$ cat src/rtl/b64d_pkg.sv
// Package for the Base64 stream decoder.
// Holds the token type passed from the front end to the back end, and shared constants.
// No dependencies.
package b64d_pkg;

    // Kinds of classified character.
    localparam logic [1:0] KIND_DATA = 2'd0;
    localparam logic [1:0] KIND_SKIP = 2'd1;
    localparam logic [1:0] KIND_BAD  = 2'd2;

    // Sextet values of the two alphabet-dependent symbols.
    localparam logic [5:0] CODE_62 = 6'h3E;
    localparam logic [5:0] CODE_63 = 6'h3F;

    // Default number of entries in the token queue (power of two, at least two).
    localparam int DEFAULT_QUEUE_DEPTH = 2;

    typedef struct packed {
        logic [1:0] kind;
        logic [5:0] value;
        logic       last;
    } t_token;

endpackage

$ cat src/rtl/b64d_front.sv
// Front end of the Base64 stream decoder: accepts characters and classifies them.
// Each accepted character becomes one token that is pushed into the token queue.
// Depends on b64d_pkg.
module b64d_front (
    input  logic            i_valid,
    output logic            o_ready,
    input  logic [7:0]      i_char_in,
    input  logic            i_last_char,
    input  logic            i_queue_full,
    output logic            o_push,
    output b64d_pkg::t_token o_token
);
    import b64d_pkg::*;

    logic [1:0] kind;
    logic [5:0] value;

    always_comb begin
        kind  = KIND_DATA;
        value = 6'd0;
        if (i_char_in >= 8'h41 && i_char_in <= 8'h5A) begin
            value = 6'(i_char_in - 8'h41);
        end else if (i_char_in >= 8'h61 && i_char_in <= 8'h7A) begin
            value = 6'(i_char_in - 8'h61 + 8'd26);
        end else if (i_char_in >= 8'h30 && i_char_in <= 8'h39) begin
            value = 6'(i_char_in - 8'h30 + 8'd52);
        end else if (i_char_in == 8'h2B || i_char_in == 8'h2D) begin
            value = CODE_62;
        end else if (i_char_in == 8'h2F || i_char_in == 8'h5F) begin
            value = CODE_63;
        end else if (i_char_in == 8'h0A || i_char_in == 8'h0D || i_char_in == 8'h3D) begin
            kind = KIND_SKIP;
        end else begin
            kind = KIND_BAD;
        end
    end

    assign o_ready       = !i_queue_full;
    assign o_push        = i_valid && !i_queue_full;
    assign o_token.kind  = kind;
    assign o_token.value = value;
    assign o_token.last  = i_last_char;

endmodule

$ cat src/rtl/b64d_queue.sv
// Short token queue between the front and back ends of the Base64 decoder.
// A register FIFO whose depth is a power of two; depends on b64d_pkg.
module b64d_queue #(
    parameter int QUEUE_DEPTH = b64d_pkg::DEFAULT_QUEUE_DEPTH
) (
    input  logic             i_clk,
    input  logic             i_rst_n,
    input  logic             i_push,
    input  b64d_pkg::t_token i_token,
    output logic             o_full,
    output logic             o_valid,
    input  logic             i_pop,
    output b64d_pkg::t_token o_token
);
    import b64d_pkg::*;

    localparam int PTR_W = (QUEUE_DEPTH > 1) ? $clog2(QUEUE_DEPTH) : 1;
    localparam int CNT_W = $clog2(QUEUE_DEPTH + 1);

    t_token             r_mem [QUEUE_DEPTH];
    logic [PTR_W-1:0]   r_wr_ptr;
    logic [PTR_W-1:0]   r_rd_ptr;
    logic [CNT_W-1:0]   r_count;
    logic [CNT_W-1:0]   n_count;
    logic               do_pop;

    assign o_full  = (r_count == CNT_W'(QUEUE_DEPTH));
    assign o_valid = (r_count != '0);
    assign o_token = r_mem[r_rd_ptr];
    assign do_pop  = i_pop && o_valid;

    always_comb begin
        n_count = r_count;
        if (i_push && !do_pop) begin
            n_count = r_count + CNT_W'(1);
        end else if (!i_push && do_pop) begin
            n_count = r_count - CNT_W'(1);
        end
    end

    always_ff @(posedge i_clk) begin
        if (!i_rst_n) begin
            r_wr_ptr <= '0;
            r_rd_ptr <= '0;
            r_count  <= '0;
        end else begin
            r_count <= n_count;
            if (i_push) begin
                r_wr_ptr <= r_wr_ptr + PTR_W'(1);
            end
            if (do_pop) begin
                r_rd_ptr <= r_rd_ptr + PTR_W'(1);
            end
        end
    end

    always_ff @(posedge i_clk) begin
        if (i_push) begin
            r_mem[r_wr_ptr] <= i_token;
        end
    end

endmodule

$ cat src/rtl/b64d_back.sv
// Back end of the Base64 decoder: packs sextets into bytes and holds the result register.
// Keeps the pending bits, their count and the sticky error flag; depends on b64d_pkg.
module b64d_back (
    input  logic             i_clk,
    input  logic             i_rst_n,
    input  logic             i_token_valid,
    input  b64d_pkg::t_token i_token,
    output logic             o_pop,
    output logic             o_valid,
    input  logic             i_ready,
    output logic [7:0]       o_data_byte,
    output logic             o_byte_valid,
    output logic             o_message_end,
    output logic             o_status
);
    import b64d_pkg::*;

    logic [5:0]  r_pending_bits;
    logic [2:0]  r_pending_count;
    logic        r_error_seen;
    logic [5:0]  n_pending_bits;
    logic [2:0]  n_pending_count;
    logic        n_error_seen;

    logic        r_out_valid;
    logic [7:0]  r_data_byte;
    logic        r_byte_valid;
    logic        r_message_end;
    logic        r_status;

    logic [11:0] acc;
    logic [2:0]  rem;
    logic        have_byte;
    logic [7:0]  byte_val;
    logic        pop;
    logic        emit;

    // A token is taken whenever the result register is free or being emptied.
    assign pop   = i_token_valid && (!r_out_valid || i_ready);
    assign o_pop = pop;

    assign acc = {r_pending_bits, i_token.value};
    assign rem = r_pending_count - 3'd2;

    always_comb begin
        n_pending_bits  = r_pending_bits;
        n_pending_count = r_pending_count;
        n_error_seen    = r_error_seen;
        have_byte       = 1'b0;
        byte_val        = 8'd0;
        case (i_token.kind)
            KIND_BAD: begin
                n_error_seen = 1'b1;
            end
            KIND_DATA: begin
                if (!r_error_seen) begin
                    if (r_pending_count >= 3'd2) begin
                        have_byte       = 1'b1;
                        byte_val        = 8'(acc >> rem);
                        n_pending_bits  = 6'(acc & ((12'd1 << rem) - 12'd1));
                        n_pending_count = rem;
                    end else begin
                        n_pending_bits  = i_token.value;
                        n_pending_count = 3'd6;
                    end
                end
            end
            default: begin
            end
        endcase
    end

    assign emit = have_byte || i_token.last;

    always_ff @(posedge i_clk) begin
        if (!i_rst_n) begin
            r_pending_bits  <= '0;
            r_pending_count <= '0;
            r_error_seen    <= 1'b0;
            r_out_valid     <= 1'b0;
        end else begin
            if (pop) begin
                r_out_valid <= emit;
                if (i_token.last) begin
                    r_pending_bits  <= '0;
                    r_pending_count <= '0;
                    r_error_seen    <= 1'b0;
                end else begin
                    r_pending_bits  <= n_pending_bits;
                    r_pending_count <= n_pending_count;
                    r_error_seen    <= n_error_seen;
                end
            end else if (i_ready) begin
                r_out_valid <= 1'b0;
            end
        end
    end

    always_ff @(posedge i_clk) begin
        if (pop && emit) begin
            r_data_byte   <= byte_val;
            r_byte_valid  <= have_byte;
            r_message_end <= i_token.last;
            r_status      <= n_error_seen;
        end
    end

    assign o_valid       = r_out_valid;
    assign o_data_byte   = r_data_byte;
    assign o_byte_valid  = r_byte_valid;
    assign o_message_end = r_message_end;
    assign o_status      = r_status;

endmodule

$ cat src/rtl/base64_stream_decoder_core.sv
// Top level of the Base64 stream decoder: front end, token queue and back end.
// Depends on b64d_pkg, b64d_front, b64d_queue and b64d_back.
//
// The decoder takes one text character per transfer and sustains one character per
// clock cycle while the token queue is not full. Letters, digits, '+'/'-' and '/'/'_'
// each add six bits, CR, LF and '=' are skipped, and anything else sets a sticky error
// that suppresses all further bytes of the message. A result is produced for every
// completed byte and for the character marked last, which carries the message status
// and clears all state. A character is classified in the cycle it is accepted and
// written to a short token queue; the packing stage takes one token per cycle into its
// result register whenever that register is free or being emptied. The packing
// register, which carries the pending bits from one character to the next, sets the
// rate. The queue lets input transfers continue while a result waits to be taken.
module base64_stream_decoder_core #(
    parameter int QUEUE_DEPTH = b64d_pkg::DEFAULT_QUEUE_DEPTH
) (
    input  logic       i_clk,
    input  logic       i_rst_n,
    input  logic       i_valid,
    output logic       o_ready,
    input  logic [7:0] i_char_in,
    input  logic       i_last_char,
    output logic       o_valid,
    input  logic       i_ready,
    output logic [7:0] o_data_byte,
    output logic       o_byte_valid,
    output logic       o_message_end,
    output logic       o_status
);
    import b64d_pkg::*;

    t_token in_token;
    t_token out_token;
    logic   push;
    logic   full;
    logic   token_valid;
    logic   pop;

    b64d_front u_front (
        .i_valid      (i_valid),
        .o_ready      (o_ready),
        .i_char_in    (i_char_in),
        .i_last_char  (i_last_char),
        .i_queue_full (full),
        .o_push       (push),
        .o_token      (in_token)
    );

    b64d_queue #(
        .QUEUE_DEPTH (QUEUE_DEPTH)
    ) u_queue (
        .i_clk   (i_clk),
        .i_rst_n (i_rst_n),
        .i_push  (push),
        .i_token (in_token),
        .o_full  (full),
        .o_valid (token_valid),
        .i_pop   (pop),
        .o_token (out_token)
    );

    b64d_back u_back (
        .i_clk         (i_clk),
        .i_rst_n       (i_rst_n),
        .i_token_valid (token_valid),
        .i_token       (out_token),
        .o_pop         (pop),
        .o_valid       (o_valid),
        .i_ready       (i_ready),
        .o_data_byte   (o_data_byte),
        .o_byte_valid  (o_byte_valid),
        .o_message_end (o_message_end),
        .o_status      (o_status)
    );

endmodule
$ cat config.mk
export PLATFORM = sky130hd
export DESIGN_NAME = base64_stream_decoder_core
export DESIGN_NICKNAME = d
export VERILOG_FILES = /design/src/rtl/b64d_pkg.sv /design/src/rtl/b64d_front.sv /design/src/rtl/b64d_queue.sv /design/src/rtl/b64d_back.sv /design/src/rtl/base64_stream_decoder_core.sv
export SDC_FILE = /design/constraint.sdc
export NUM_CORES = 1
export LEC_CHECK = 0
export BUFFER_PORTS_ARGS = -buffer_cell sky130_fd_sc_hd__clkbuf_2
export CAP_MARGIN = 20
export CORE_ASPECT_RATIO = 1.1
export CORE_MARGIN = 4
export CORE_UTILIZATION = 30
export DETAILED_ROUTE_END_ITERATION = 7
export GPL_ROUTABILITY_DRIVEN = 0
export PLACE_DENSITY_LB_ADDON = 0.2
export SLEW_MARGIN = 20
export SYNTH_ARGS = -nofsm -noshare
export SYNTH_HDL_FRONTEND = slang
export SYNTH_SLANG_ARGS = --single-unit
$ cat constraint.sdc
create_clock -name i_clk -period 5 [get_ports i_clk]
set_input_delay 0 -clock i_clk [delete_from_list [all_inputs] [get_ports i_clk]]
set_output_delay 0 -clock i_clk [all_outputs]
set_load 0.02 [all_outputs]
==> results.toml <==
[outcome]
outcome = "complete, no violations"

[synth]
yosysSeqAreaShare_pct = 43.3
synth_edf_count = 29
syn_nets = 297
ys_types = 54
syn-cell-area_mm2 = 0.00271
ys_warn_count = 0
syn_area_per_cell_um2 = 10.2
ys_seq_elements = 44
synthCells = 264
synth_flop_cell = "edfxtp_1"
ys_async_sr_fraction_pct = 0

[power]
p_leak_nw = 1.12
powerDensity_mw_per_mm2 = 405
p_total_mw = 1.23
peakVddDrop_uv = 115

[placed_design]
dp_cells = 391
portBuffers = 25
place_hpwl_um = 4130

[global_route]
grt_pass1_vias = 1923
grt.total_usage_pct = 10.8
overflow = 0
grt_start_max_net_pins = 22
antenna_found_initial = 0
grt_pass1_wl_um = 9330

[cells_and_area]
multiInputGateArea_mm2 = 0.00142
diodes = 0
n_fill_cell = 929
seqCellArea_mm2 = 0.00117
final_cells = 401
area_growth_pct = 12.4
utilization_pct = 34.4
finalNetCount = 319
layout-drive-gt1-share_pct = 16.0

[drt]
first_iter_violations = 40
drc = 0
vias = 1938
wl_per_cell_um = 13.2
via_per_inst = 4.83
drt_pass1_iterations = 4
drtAntennaViolNets = 0
routed_wl_um = 5300

[sta]
fin_tns_setup_ns = 0
holdWs_ns = 0.0384
drv_slew = 0
slew_headroom_pct = 46.5
rsz0062_at_grt = "no"
final-hold-violation-count = 0
tightestPinTransition_ns = 0.800
max_freq_mhz = 296
period_share_pct = 67.6
setup_viol = 0
min_period_ns = 3.38
clock_skew_ns = 0.00713

[job]
cap_violations = 0

[worst_setup_path]
timing.rr.end = "u_back.r_pending_bits[4]$_SDFFE_PN0P_"
r2r_start = "u_back.r_pending_count[1]$_SDFFE_PN0P_"
cp.arrival_ns = 3.61
worstPathRequired_ns = 5.23
reg2reg_depth = 9
r2r_slack_ns = 1.62
worst-setup-path-type = "reg2reg"
crit_path_max_fanout = 21
start_kind = "register"
cp-end-kind = "register"

[cts]
cts_buffers = 5
path_clk_slew_ns = 0.08
cts_tree = "done"
cts_buffer_depth = 2
htree_levels = 2
post-cts-setup-buffers = 0
root_buffer = "clkbuf_8"
clock_latency_ns = 0.30
cts_sinks = 44

[floorplan]
dieArea_mm2 = 0.0106
die_x_um = 98.5
start_util_pct = 30.6
placement_rows = 36
design.portCount = 26
core_area_mm2 = 0.00883
die_y_um = 108

[worst_hold_path]
holdCritPathClass = "in2reg"
min_to = "u_back.o_valid$_SDFFE_PN0P_"
min_from = "i_ready"
worst_hold_path.num_cells = 3
stage by stage:
stage | cell area, um2 | worst slack (ns)
after floorplan | 2710 | 2.17
after global placement | 2910 | 1.71
after detailed placement | 2910 | 1.64
after CTS | 3030 | 1.61
after global routing | 3040 | 1.34
final | 3040 | 1.62
state kept, by name, indices dropped and copies added, names as in the netlist, 2 cells and up, named ones only:
name / flops
u_back.r_pending_bits: 6
u_queue.r_mem: 18
u_back.r_pending_count: 2
u_queue.r_count: 2
u_back.o_data_byte: 8
cell type report:
cell class,count,area share (%)
repair buffers,27,4.69
multi-input cells,195,46.8
clock inverters,3,1.40
well taps,114,4.69
flip-flops and latches,44,38.5
inverters,13,1.60
clock buffers,5,2.26
timing repair:
item,CTS,global route
endpoints found under the hold margin,2,0
resized for setup,0,0
hold buffers,1,0
cell families (layout without fill, tap and decap cells):
family | Yosys count | after routing | share of synthesized area [%]
and+or+nand+nor | 86 | 86 | 17.7
AOI/OAI and AO/OA | 64 | 64 | 16.7
DFF | 44 | 44 | 43.3
buffers and inverters | 25 | 48 | 4.07
adders and majority gates | 20 | 20 | 9.81
muxes | 13 | 13 | 4.90
xor gates and xnor gates | 10 | 10 | 3.24
other | 2 | 2 | 0.278
worst max-delay path by stage:
stage	from	slack [ns]	endpoint
final	u_back.r_pending_count[1]$_SDFFE_PN0P_	1.62	u_back.r_pending_bits[4]$_SDFFE_PN0P_
after global routing	u_back.r_pending_count[1]$_SDFFE_PN0P_	1.34	u_back.r_pending_bits[4]$_SDFFE_PN0P_
after CTS	u_back.r_pending_count[1]$_SDFFE_PN0P_	1.61	u_back.r_pending_bits[4]$_SDFFE_PN0P_
after detailed placement	u_back.r_pending_count[1]$_SDFFE_PN0P_	1.64	u_back.r_pending_bits[4]$_SDFFE_PN0P_
after global placement	u_back.r_pending_count[1]$_SDFFE_PN0P_	1.71	u_back.r_pending_bits[4]$_SDFFE_PN0P_
after floorplan	u_back.r_pending_count[1]$_SDFFE_PN0P_	2.17	u_back.r_pending_bits[4]$_SDFFE_PN0P_
per-layer routing:
metal  GRT usage, %  share of wire [%]
met1           12.7                 44
met2           19.7                 51
met3           2.07                3.5
met4           3.51                1.3
met5              0                  0
placed cells by master, fill, tap and decap left out, types with 3 or more instances in the layout:
cell	n
a31oi_1	4
a21boi_1	4
a211oi_1	4
nor2_1	26
clkbuf_2	25
nand2_1	11
nor3_1	4
nand2b_1	5
clkbuf_8	5
inv_1	12
or4_1	4
a22oi_1	5
dfxtp_1	15
ha_1	18
mux2i_1	11
and2_1	5
and3_1	3
edfxtp_1	29
nor2b_1	13
nand3_1	3
a21oi_1	12
o21ai_0	10
xor2_1	4
xnor2_1	6
o211a_1	3
worst max-delay path, stage by stage (launching register included):
cell and delay (ns):
dfxtp_1 0.73, clkinv_1 0.46, ha_1 0.67, inv_1 0.20, ha_1 0.16, inv_1 0.05
fa_1 0.47, nor2_1 0.04, or4_1 0.39, a21boi_1 0.14
power by group:
group	switching [mW]	internal, mW	leakage (nW)
Combinational	0.259	0.171	0.670
Sequential	0.0566	0.475	0.398
Clock	0.119	0.148	0.0558
Total	0.435	0.794	1.12
cells in the mapped netlist, types with 4 or more instances:
cell type | instances | area share (%)
a22oi_1 | 5 | 1.4
xor2_1 | 4 | 1.3
o21ai_0 | 10 | 1.9
edfxtp_1 | 29 | 32
or4_1 | 4 | 1.1
ha_1 | 18 | 8.3
nand2b_1 | 5 | 1.2
nand2_1 | 11 | 1.5
xnor2_1 | 6 | 1.9
mux2i_1 | 11 | 4.1
nor2b_1 | 13 | 3.0
a21oi_1 | 12 | 2.2
a211oi_1 | 4 | 1.1
and2_1 | 5 | 1.2
a21boi_1 | 4 | 1.1
clkbuf_1 | 8 | 1.1
a31oi_1 | 4 | 0.92
nor2_1 | 26 | 3.6
nor3_1 | 4 | 0.74
inv_1 | 12 | 1.7
dfxtp_1 | 15 | 11
No activity file was read; power rests on OpenSTA's default activity.
